File: config.mk
export PLATFORM = sky130hd
export DESIGN_NAME = pp20_ctrl
export DESIGN_NICKNAME = d
export VERILOG_FILES = /design/src/rtl/pp20_pkg.sv /design/src/rtl/pp20_ctrl.sv
export SDC_FILE = /design/constraint.sdc
export NUM_CORES = 1
export LEC_CHECK = 0
export ABC_CLOCK_PERIOD_IN_PS = 1300
export BUFFER_PORTS_ARGS = -buffer_cell sky130_fd_sc_hd__buf_2
export CAP_MARGIN = 20
export CORE_AREA = 2 2 39 41
export DETAILED_ROUTE_END_ITERATION = 7
export DIE_AREA = 0 0 41 43
export PLACE_DENSITY = 0.43
export SYNTH_ARGS = -nofsm -noshare
export SYNTH_HDL_FRONTEND = slang
export SYNTH_SLANG_ARGS = --single-unit
File: constraint.sdc
create_clock -name i_clk -period 1.3 [get_ports i_clk]
set_input_delay 0.26 -clock i_clk [delete_from_list [all_inputs] [get_ports i_clk]]
set_output_delay 0.26 -clock i_clk [all_outputs]
set_load 0.005 [all_outputs]
File: src/rtl/pp20_pkg.sv
`default_nettype none
package pp20_pkg;

    localparam int WINDOW_DEPTH    = 32768;
    localparam int MAX_OFFSET_BITS = 15;

    localparam int WIN_AW  = $clog2(WINDOW_DEPTH);
    localparam int WR_W    = $clog2(WINDOW_DEPTH + 1);
    localparam int ACC_W   = (MAX_OFFSET_BITS > 8) ? MAX_OFFSET_BITS : 8;
    localparam int SEEN_W  = $clog2(ACC_W + 1);
    localparam int LEN_W   = 24;
    localparam int IDX_W   = 4;

    localparam logic [3:0]       SHORT_OFFSET_BITS = 4'd7;
    localparam logic [IDX_W-1:0] BITS_PER_BYTE     = IDX_W'(8);
    localparam logic [2:0]       EXT_MORE          = 3'd7;
    localparam logic [1:0]       CNT_MORE          = 2'd3;
    localparam logic [1:0]       SEL_WIDE          = 2'd3;
    localparam logic [2:0]       WIDE_BASE_LEN     = 3'd5;

    localparam logic [1:0] ST_BYTE      = 2'd0;
    localparam logic [1:0] ST_COMPLETE  = 2'd1;
    localparam logic [1:0] ST_CORRUPT   = 2'd2;
    localparam logic [1:0] ST_EXHAUSTED = 2'd3;

    localparam logic [2:0] CFG_OW0  = 3'd0;
    localparam logic [2:0] CFG_OW1  = 3'd1;
    localparam logic [2:0] CFG_OW2  = 3'd2;
    localparam logic [2:0] CFG_OW3  = 3'd3;
    localparam logic [2:0] CFG_ULEN = 3'd4;
    localparam logic [2:0] CFG_SKIP = 3'd5;

    typedef enum logic [3:0] {
        PH_LOAD, PH_SKIP, PH_FLAG, PH_LITCNT, PH_LITBYTE, PH_SEL,
        PH_CHOICE, PH_OFFSET, PH_EXT, PH_TAIL, PH_DONE
    } t_phase;

    typedef enum logic [2:0] {
        C_IDLE, C_BIT, C_CRD, C_CWR, C_LAST, C_FLUSH
    } t_ctl_state;

    typedef struct packed {
        logic accept;
        logic bit_exec;
        logic copy_rd;
        logic copy_wr;
        logic last_exec;
        logic flush;
    } t_ctl_cmd;

    typedef struct packed {
        logic done;
        logic bits_end;
        logic copy_pending;
        logic push_ok;
        logic flush_ok;
        logic pend_v;
    } t_dp_stat;

    typedef struct packed {
        logic [7:0]       data;
        logic [LEN_W-1:0] pos;
        logic [1:0]       status;
    } t_result;

    function automatic logic [SEEN_W-1:0] clamp_width(input logic [3:0] w);
        if (w == 4'd0) begin
            return SEEN_W'(1);
        end else if (32'(w) > MAX_OFFSET_BITS) begin
            return SEEN_W'(MAX_OFFSET_BITS);
        end else begin
            return SEEN_W'(w);
        end
    endfunction

endpackage
`default_nettype wire

File: src/rtl/pp20_ctrl.sv
`default_nettype none
module pp20_ctrl
    import pp20_pkg::*;
(
    input  wire logic     i_clk,
    input  wire logic     i_rst_n,
    input  wire logic     i_in_valid,
    input  wire t_dp_stat i_stat,
    output logic          o_in_ready,
    output t_ctl_cmd      o_cmd
);
    t_ctl_state r_state, n_state;

    always_ff @(posedge i_clk) begin
        if (!i_rst_n) begin
            r_state <= C_IDLE;
        end else begin
            r_state <= n_state;
        end
    end

    always_comb begin
        n_state = r_state;
        case (r_state)
            C_IDLE: begin
                if (i_in_valid) n_state = C_BIT;
            end
            C_BIT: begin
                if (i_stat.copy_pending) n_state = C_CRD;
                else if (i_stat.done || i_stat.bits_end) n_state = C_LAST;
            end
            C_CRD: n_state = C_CWR;
            C_CWR: begin
                if (i_stat.push_ok) n_state = C_BIT;
            end
            C_LAST: begin
                if (i_stat.push_ok) n_state = C_FLUSH;
            end
            C_FLUSH: begin
                if (!i_stat.pend_v || i_stat.flush_ok) n_state = C_IDLE;
            end
            default: n_state = C_IDLE;
        endcase
    end

    always_comb begin
        o_cmd      = '0;
        o_in_ready = 1'b0;
        case (r_state)
            C_IDLE: begin
                o_in_ready   = 1'b1;
                o_cmd.accept = i_in_valid;
            end
            C_BIT: begin
                o_cmd.bit_exec = !i_stat.copy_pending && !i_stat.done &&
                                 !i_stat.bits_end && i_stat.push_ok;
            end
            C_CRD:   o_cmd.copy_rd   = 1'b1;
            C_CWR:   o_cmd.copy_wr   = i_stat.push_ok;
            C_LAST:  o_cmd.last_exec = i_stat.push_ok;
            C_FLUSH: o_cmd.flush     = i_stat.pend_v && i_stat.flush_ok;
            default: o_cmd = '0;
        endcase
    end
endmodule
`default_nettype wire

# Word-level counts from Yosys, hierarchy flattened
# Index checks and enable logic that the tools add are counted.
[word_totals] input_bits=9 wordCells=37 out_inout_bits=7 regBits=3
[classes] mux=14 n_eq_ne=10 reduce_logical=12
[ops] cell="3-bit two-way mux" n=6
[ops] cell="3-bit case mux with 6 select lines" n=1
[ops] cell="2-bit != test (second input constant)" n=4
[ops] cell="1-bit two-way mux" n=7
[ops] cell="3-bit by 2-bit == test with 1-bit output (second input constant)" n=2
[ops] cell="3-bit == test (second input constant)" n=2
[ops] cell="5-bit AND reduction" n=1
[ops] cell="1-bit logical AND" n=4
[ops] cell="1-bit zero test" n=4
[ops] cell="3-bit by 1-bit == test with 1-bit output (second input constant)" n=1
[ops] cell="3-bit zero test" n=1
[ops] cell="3-bit != test (second input constant)" n=1
[ops] cell="1-bit logical OR" n=2

# Longest topological paths before layout
# Gate-level depths: netlist (run 1).
[logic_depth] depth_word=5 mapped_depth=5 depth_no_buf=4

# Worst setup path after synthesis (run 1)
# Ideal clock, no wire load.
[synth_timing] kind="flip-flop to flip-flop" startpoint="register r_state[0]" endpoint="register r_state[0]" required_ns=1.171 setup_time_ns=0.129 setup_slack_ns=0.086 synth_period_minus_slack_ns=1.214 arrival_ns=1.086 n_path_buf=1 path_stages_with_launch=6 path_cell_list="dfxtp_1 buf_6 or3_4 a21oi_2 a221oi_2 mux2i_1"
[synth_via] elab_chain_cells=3 word_cells_on_any_way=13 classes_between="eq/ne (10); mux (1); reduce/logical (2)"
[synth_lines] element="start: declaration" line_no="pp20_ctrl.sv:12" source="t_ctl_state r_state, n_state;"
[synth_lines] element="start signal: assignment" line_no="pp20_ctrl.sv:18" source="r_state <= n_state;"
[synth_lines] element="3-bit by 1-bit == test with 1-bit output (tied with other cells)" line_no="pp20_ctrl.sv:24" source="case (r_state)"
[synth_lines] element="3-bit != test (no source line) / 2-bit != test (equally long branches)"
[synth_lines] element="5-bit AND reduction (no source line)"
# Several ways; a longest one is shown, not always the timed one.
# A chain may end at the register's enable or synchronous reset.

==> results of run 1 <==
==> power by group <==
group | total, mW | switching [mW] | leakage (nW) | internal [mW]
logic | 0.496 | 0.194 | 0.196 | 0.301
clock network | 0.153 | 0.0389 | 0.0150 | 0.114
registers | 0.208 | 0.0669 | 0.0264 | 0.142
total | 0.857 | 0.300 | 0.237 | 0.557
==> cell type report <==
| class | instances | area (µm²) | share of cell area |
|---|---|---|---|
| Clock buffer | 4 | 26.3 | 0.0529 |
| Inverter | 1 | 3.75 | 0.00756 |
| Timing Repair Buffer | 23 | 139 | 0.280 |
| Sequential cell | 3 | 68.8 | 0.139 |
| Multi-Input combinational cell | 28 | 239 | 0.481 |
| Tap cell | 16 | 20.0 | 0.0403 |
==> metal layers <==
metal  share of wire  up-vias  track usage
li1                -      175            -
met1            0.45      145       0.0927
met2            0.50       12        0.141
met3           0.051        0            0
met4               0        0       0.0400
met5               0        -            0
==> per-stage QoR <==
stage / setup slack (ns) / hold WS, ns / std cells
after floorplan: 0.0859 / 0.406 / 35
after global placement: -0.0710 / 0.570 / 71
after detailed placement: -0.0452 / 0.566 / 71
after CTS: -0.0544 / 0.326 / 75
after global routing: -0.121 / 0.346 / 75
final: -0.0430 / 0.330 / 75
==> kinds of logic after synthesis <==
group | after synthesis | synth area share
AND/OR/NAND/NOR | 21 | 0.475
AO/OA/AOI/OAI | 4 | 0.114
buffers and inverters | 4 | 0.106
multiplexers | 3 | 0.102
flip-flops | 3 | 0.203
==> worst min-delay path by stage <==
stage,start,cells past startpoint,end
2_1_floorplan,i_rst_n,2,r_state[0]
3_3_place_gp,i_rst_n,2,r_state[1]
3_5_place_dp,i_rst_n,2,r_state[1]
4_1_cts,i_rst_n,2,r_state[1]
5_1_grt,i_rst_n,2,r_state[1]
6_report,i_rst_n,2,r_state[1]
==> timing repair <==
action	4_1_cts	5_1_grt
endpoints found under the setup margin	9	9
pin swaps	2	1
hold buffers	0	0
setup buffers	1	0
resized for setup	11	1
==> layout by cell type (no fill, tap or decap), drive strengths merged <==
cell and n:
a21oi 2, a221oi 1, and2 1, and3 1, and4 1, buf 23
clkbuf 4, dfxtp 3, inv 1, mux2i 3, nand2 4, nand2b 1
nand3 1, nand3b 2, nand4b 1, nor2 1, nor2b 1, nor3 2
nor3b 1, nor4 1, nor4bb 1, o21ai 1, or2b 1, or3 1
==> metrics.txt, run 1 <==
status complete, but fails checks; failing checks setup timing; Final Max Slew Viols 0; number of flip-flops in the largest register 3; worst skew pair latency 0.22 ns; Worst Tran Pin Value 0.293 ns; ys async rst share 0; Yosys warnings 0; Setup Viol. Count Final 5; final net count 69; Root Buffer clkbuf_4; most flop-heavy register r_state; DRC violations left 0; first drt pass iteration count 4; Largest regs r_state: 3 flops; skew final 0.00177 ns; Worst EP arrival 1.08 ns; Port Buffer Count 15; worst-path maximum fanout 7; total number of vias 332; DP Wirelength 591 µm; synthesized area 295 µm²; fin util 0.359; top post-synthesis cells by area dfxtp_1 (20%), mux2i_1 (10%), buf_6 (7.6%); RSZ-0062 raised after global routing true; most frequent cell after synthesis nand2_1; Power Density 1730 mW/mm²; period utilization 1.03; total power 857 µW; CP endpoint kind output port; vias in the first global route 291; Die Span X 41 µm; largest stage delay on the critical path 0.35 ns; share of the synthesized area in the top cell type 0.203; Worst R2R Setup Slack 0.04 ns; area growth from synthesis to layout 68.2%; maximum vdd drop 0.488 mV; routability cong. 0.653; Syn Nets 44; # diodes 0; CTS tree done; die area 0.00176 mm²; initial antenna violation count 0; core area 0.00138 mm²; largest net degree at the start of global routing 8; setup TNS -0.111 ns; # rows 14; Req. time, crit path 1.04 ns; fin crit period 1.34 ns; Congestion Overflow GR 0; element type at the critical path start flop; Post-synth EDFFs 0; most frequent cells after synthesis nand2_1 (4), dfxtp_1 (3), mux2i_1 (3); area leader, netlist dfxtp_1; reg2reg end r_state[0]; sequential fraction of the synthesis area 0.203; Slew Limit Headroom 0.805; DIE HEIGHT 43 µm; via-per-instance ratio 4.43; post-route ant nets 0; Yosys cell types 25; final design area excluding fillers 497 µm²; final WL 721 µm; syn avg cell area 8.44 µm²; H-tree levels 1; Seq cells post-synth 3; Cell Area, Placed 423 µm²; fin worst setup slack -0.0430 ns; final hold violations 0; 1st-iter DRT viols 5; crit path from r_state[0]; number of fill cells in the layout 155; Max Fclk 745 MHz; worst setup path end o_cmd[5]; Max Buffers Root-to-Sink 2; Worst R2R Path Depth 4; Crit path depth 4; WL/cell 9.61 µm; leading register cell type out of synthesis dfxtp_1; WP buf/inv 2; P_leak 0.237 nW; maxcap violations 0; clock-pin slew on the worst setup and hold paths 0.04 ns; total CTS buffers 3; layout cells sized above 1 0.627; # clock sinks 3; overall routing resource usage 0.0802; Initial Util 0.213; Tightest Hold Check Type in2reg; IO Pins 16; RR Startpoint r_state[2]; CP cell instances buf_4 -> nor3_4 -> and2_1 -> buf_2; Post-Synthesis Cells 35; Worst path top cell family by delay flip-flops; Critical-path top delay cell dfxtp_4; first-pass GRT wire length 1030 µm; critical path class reg2out
Note: power is estimated with default switching activity, not from simulation.
==> inputs of run 2 (changes only) <==
- ABC_CLOCK_PERIOD_IN_PS: 1300 -> 1700
- BUFFER_PORTS_ARGS: -buffer_cell sky130_fd_sc_hd__buf_2 -> -buffer_cell sky130_fd_sc_hd__buf_4
- clock period: 1.3 -> 1.7 ns (I/O delays scaled with it)
==> run 2 against run 1 <==
  * The run now ends clean
  * Non-clock buffer count fell by 7
  * Hold slack improved by 0.054 ns
  * Sequential share of layout area rose by 0.11 points
  * Largest power group unchanged
  * Final cell count fell by 9.3%
  * Via count fell by 7.2%
  * Die area did not move
==> metrics.txt, run 2 (synthesis results as in run 1) <==
PostCTS Resize Cnt 0 (-11); Max Buffers Root-to-Sink 2 (unchanged); element type at the critical path start flop; largest net degree at the start of global routing 12 (+4); Initial Util 0.213 (unchanged); CTS tree done; layout cells sized above 1 0.500 (-0.127); via-per-instance ratio 4.53 (+2.3%); Port Buffer Count 15 (unchanged); number of flip-flops in the largest register 3 (unchanged); RSZ-0062 raised after global routing false; initial antenna violation count 0 (unchanged); P_leak 0.197 nW (-17%); Power Density 1260 mW/mm² (-27%); most flop-heavy register r_state; post-route ant nets 0 (unchanged); total number of vias 308 (-7.2%); Req. time, crit path 1.36 ns (+0.32 ns); first drt pass iteration count 2 (-2); Setup Viol. Count Final 0 (-5); Worst EP arrival 1.22 ns (+0.14 ns); status complete, no violations; critical path class reg2out; total CTS buffers 3 (unchanged); final net count 62 (-10%); Max Fclk 642 MHz; area growth from synthesis to layout 51.7%; Die Span X 41 µm (unchanged); CP endpoint kind output port; maximum vdd drop 0.346 mV (-29%); # clock sinks 3 (unchanged); Worst Tran Pin Value 0.343 ns (+0.0499 ns); Hold WS 0.384 ns (+0.0539 ns); Tightest Hold Check Type in2reg; H-tree levels 1 (unchanged); worst-path maximum fanout 11 (+4); Slew Limit Headroom 0.771 (-0.0335); WL/cell 10.5 µm (+9.2%); # diodes 0 (unchanged); die area 0.00176 mm² (unchanged); fin worst setup slack 0.142 ns (+0.185 ns); Hold-fix buffers, CTS 0 (unchanged); overall routing resource usage 0.0902 (+0.0100); dpl ws 0.258 ns (+0.303 ns); postcts setup bufs 0 (-1); worst skew pair latency 0.24 ns (+0.02 ns); # rows 14 (unchanged); DRC violations left 0 (unchanged); setup TNS 0 ns (+0.111 ns); routability cong. 0.638 (-2.4%); 1st-iter DRT viols 2 (-3); Largest regs r_state: 3 flops; vias in the first global route 264 (-9.3%); skew final 0.00649 ns (+0.00473 ns); period utilization 0.917; commonest cells after routing, fill and taps aside buf_4 (16), nand2_1 (4), mux2i_1 (3), clkbuf_4 (3); DIE HEIGHT 43 µm (unchanged); Final Max Slew Viols 0 (unchanged); first-pass GRT wire length 1080 µm (+4.7%); Congestion Overflow GR 0 (unchanged); fin crit period 1.56 ns; clock-pin slew on the worst setup and hold paths 0.04 ns (about the same); IO Pins 16 (unchanged); final hold violations 0 (unchanged); fin util 0.324 (-0.0353); Root Buffer clkbuf_4; maxcap violations 0 (unchanged); core area 0.00138 mm² (unchanged); commonest non-fill, non-tap cell in the layout buf_4; final WL 714 µm (-0.97%)
## run 2: changes by cell type in the layout (fill, tap and decap cells not counted), moves of 2 or more
cell     before  now
buf_2        15    0
buf_4         7   16
dfxtp_4       2    0
nor3_1        0    2
## run 2: stage by stage
stage / total power, mW / std cells / area [µm²]
3_3_place_gp: 0.430 / 64 / 408
2_1_floorplan: 0.356 / 35 / 295
4_1_cts: 0.559 / 68 / 434
3_5_place_dp: 0.429 / 64 / 408
5_1_grt: 0.617 / 68 / 448
6_report: 0.564 / 68 / 448
## run 2: routing by layer
| layer | wire, µm | GRT usage |
|---|---|---|
| met2 | 340 | 0.150 |
| met5 | 0 | 0 |
| met1 | 313 | 0.0958 |
| met3 | 43 | 0.0157 |
| met4 | 17 | 0.0600 |
## run 2: worst max-delay path, cell delays in order (launching register included)
cell	delay, ns
dfxtp_2	0.37
nor4_4	0.32
and3_1	0.19
buf_4	0.10
## run 2: layout make-up
type                            count  area (µm²)
Clock buffer                        4        26.3
Fill cell                         159         936
Inverter                            1        3.75
Multi-Input combinational cell     28         215
Sequential cell                     3        62.6
Tap cell                           16        20.0
Timing Repair Buffer               16         120
## run 2: final timing paths
path,slack [ns],start,cells after the start,endpoint
max,0.14,r_state[2],3,o_cmd[4]
max reg2reg,0.37,r_state[2],4,r_state[0]
min,0.38,i_rst_n,3,r_state[2]
min reg2reg,0.53,r_state[0],2,r_state[0]
## run 2: where the power goes
group / switching [mW] / internal, mW / leakage [nW]
Sequential: 0.0630 / 0.100 / 0.0254
Combinational: 0.106 / 0.167 / 0.157
Clock: 0.0391 / 0.0881 / 0.0150
Total: 0.208 / 0.356 / 0.197
==> inputs of run 3 (changes only) <==
- CTS_CLUSTER_SIZE: default -> 28
- RECOVER_POWER: default -> 100
==> run 3 against run 2 <==
  * Worst setup slack improved by 0.0028 ns
  * Clock skew about the same
  * Non-clock buffer count unchanged
  * Utilization decreased by 0.90 points
  * Fmax increased by 0.18%
  * Die area unchanged
  * Total power decreased by 3.2%
  * Sequential share of layout area increased by 0.40 points
  * Clock power about the same
  * Global-route usage unchanged
  * Hold slack about the same
==> metrics.txt, run 3 (synthesis results as in run 1) <==
1st-iter DRT viols 2 (unchanged); Worst R2R Path Depth 4 (unchanged); period utilization 0.915 (-0.00163); total power 545 µW (-3.2%); routability cong. 0.638 (unchanged); maximum vdd drop 0.333 mV (-3.7%); Worst EP arrival 1.22 ns (about the same); Congestion Overflow GR 0 (unchanged); fin crit period 1.56 ns (-0.00278 ns); status complete, no violations; Final Max Slew Viols 0 (unchanged); Root Buffer clkbuf_4; most flop-heavy register r_state; total number of vias 309 (+0.32%); Port Buffer Count 15 (unchanged); number of flip-flops in the largest register 3 (unchanged); Max Buffers Root-to-Sink 2 (unchanged); hold path depth 3 (unchanged); worst skew pair latency 0.24 ns (about the same); Initial Util 0.213 (unchanged); initial antenna violation count 0 (unchanged); PostCTS Resize Cnt 0 (unchanged); Power Density 1250 mW/mm² (-0.46%); Die Span X 41 µm (unchanged); Setup Viol. Count Final 0 (unchanged); Hold-fix buffers, CTS 0 (unchanged); # clock sinks 3 (unchanged); RR Startpoint r_state[2]; CP endpoint kind output port; RSZ-0062 raised after global routing false; H-tree levels 1 (unchanged); largest net degree at the start of global routing 12 (unchanged); skew final 0.00631 ns (-0.000183 ns); # diodes 0 (unchanged); DIE HEIGHT 43 µm (unchanged); Min-Delay Endpoint r_state[2]; postcts setup bufs 0 (unchanged); CTS tree done; final hold violations 0 (unchanged); critical path class reg2out; via-per-instance ratio 4.54 (+0.32%); maxcap violations 0 (unchanged); Req. time, crit path 1.36 ns (about the same); element type at the critical path start flop; final net count 62 (unchanged); overall routing resource usage 0.0902 (unchanged); commonest non-fill, non-tap cell in the layout buf_4; first-pass GRT wire length 1080 µm (unchanged); vias in the first global route 264 (unchanged); # rows 14 (unchanged); P_leak 0.188 nW (-4.6%); clock-pin slew on the worst setup and hold paths 0.04 ns (about the same); layout cells sized above 1 0.442 (-0.0577); Worst R2R Setup Slack 0.26 ns (-0.11 ns); die area 0.00176 mm² (unchanged); fin util 0.315 (-0.00904); Hold WS 0.383 ns (-0.000100 ns); final WL 711 µm (-0.42%); area growth from synthesis to layout 47.5%; WL/cell 10.5 µm (-0.42%); Worst Tran Pin Value 0.471 ns (+0.128 ns); hold path start i_rst_n; DRC violations left 0 (unchanged); IO Pins 16 (unchanged); worst-path maximum fanout 11 (unchanged); Max Fclk 643 MHz (+0.18%); setup TNS 0 ns (unchanged); total CTS buffers 3 (unchanged); reg2reg end r_state[0]; post-route ant nets 0 (unchanged); Largest regs r_state: 3 flops; Tightest Hold Check Type in2reg; commonest cells after routing, fill and taps aside buf_4 (14), nand2_1 (4), clkbuf_4 (4); first drt pass iteration count 2 (unchanged); core area 0.00138 mm² (unchanged); Slew Limit Headroom 0.686 (-0.0852)
run 3: critical path: stages (launching register included):
cell      delay, ns
dfxtp_2        0.37
nor4_4         0.30
and3_1         0.18
clkbuf_4       0.12
run 3: area by class of cell:
| class | count | area, µm² |
|---|---|---|
| Multi-Input combinational cell | 28 | 206 |
| Clock buffer | 4 | 26.3 |
| Inverter | 1 | 3.75 |
| Fill cell | 160 | 948 |
| Timing Repair Buffer | 16 | 116 |
| Tap cell | 16 | 20.0 |
| Sequential cell | 3 | 62.6 |
run 3: per-layer routing:
layer | global-route usage | share of wire | vias up
met5 | 0 | 0 | -
met4 | 0.0600 | 0.024 | 0
met3 | 0.0157 | 0.060 | 2
met2 | 0.150 | 0.48 | 12
met1 | 0.0958 | 0.43 | 133
li1 | - | - | 162
run 3: where the power goes:
group,total (mW),switching (mW),internal (mW)
sequential,0.162,0.0614,0.100
clock,0.127,0.0389,0.0881
combinational,0.257,0.102,0.155
run 3: per-stage QoR:
step                instances  cell area (µm²)  setup WS, ns
CTS                        68              434        0.0145
detailed placement         64              408         0.258
floorplan                  35              295         0.424
finish                     68              435         0.144
global placement           64              408         0.250
global route               68              435        0.0681
run 3: worst max path at each step:
stage / to / startpoint / slack (ns)
2_1_floorplan: o_cmd[4] / r_state[2] / 0.42
4_1_cts: o_cmd[4] / r_state[2] / 0.01
5_1_grt: o_cmd[0] / r_state[0] / 0.07
3_5_place_dp: o_cmd[4] / i_stat[3] / 0.26
6_report: o_cmd[4] / r_state[2] / 0.14
3_3_place_gp: r_state[0] / r_state[2] / 0.25
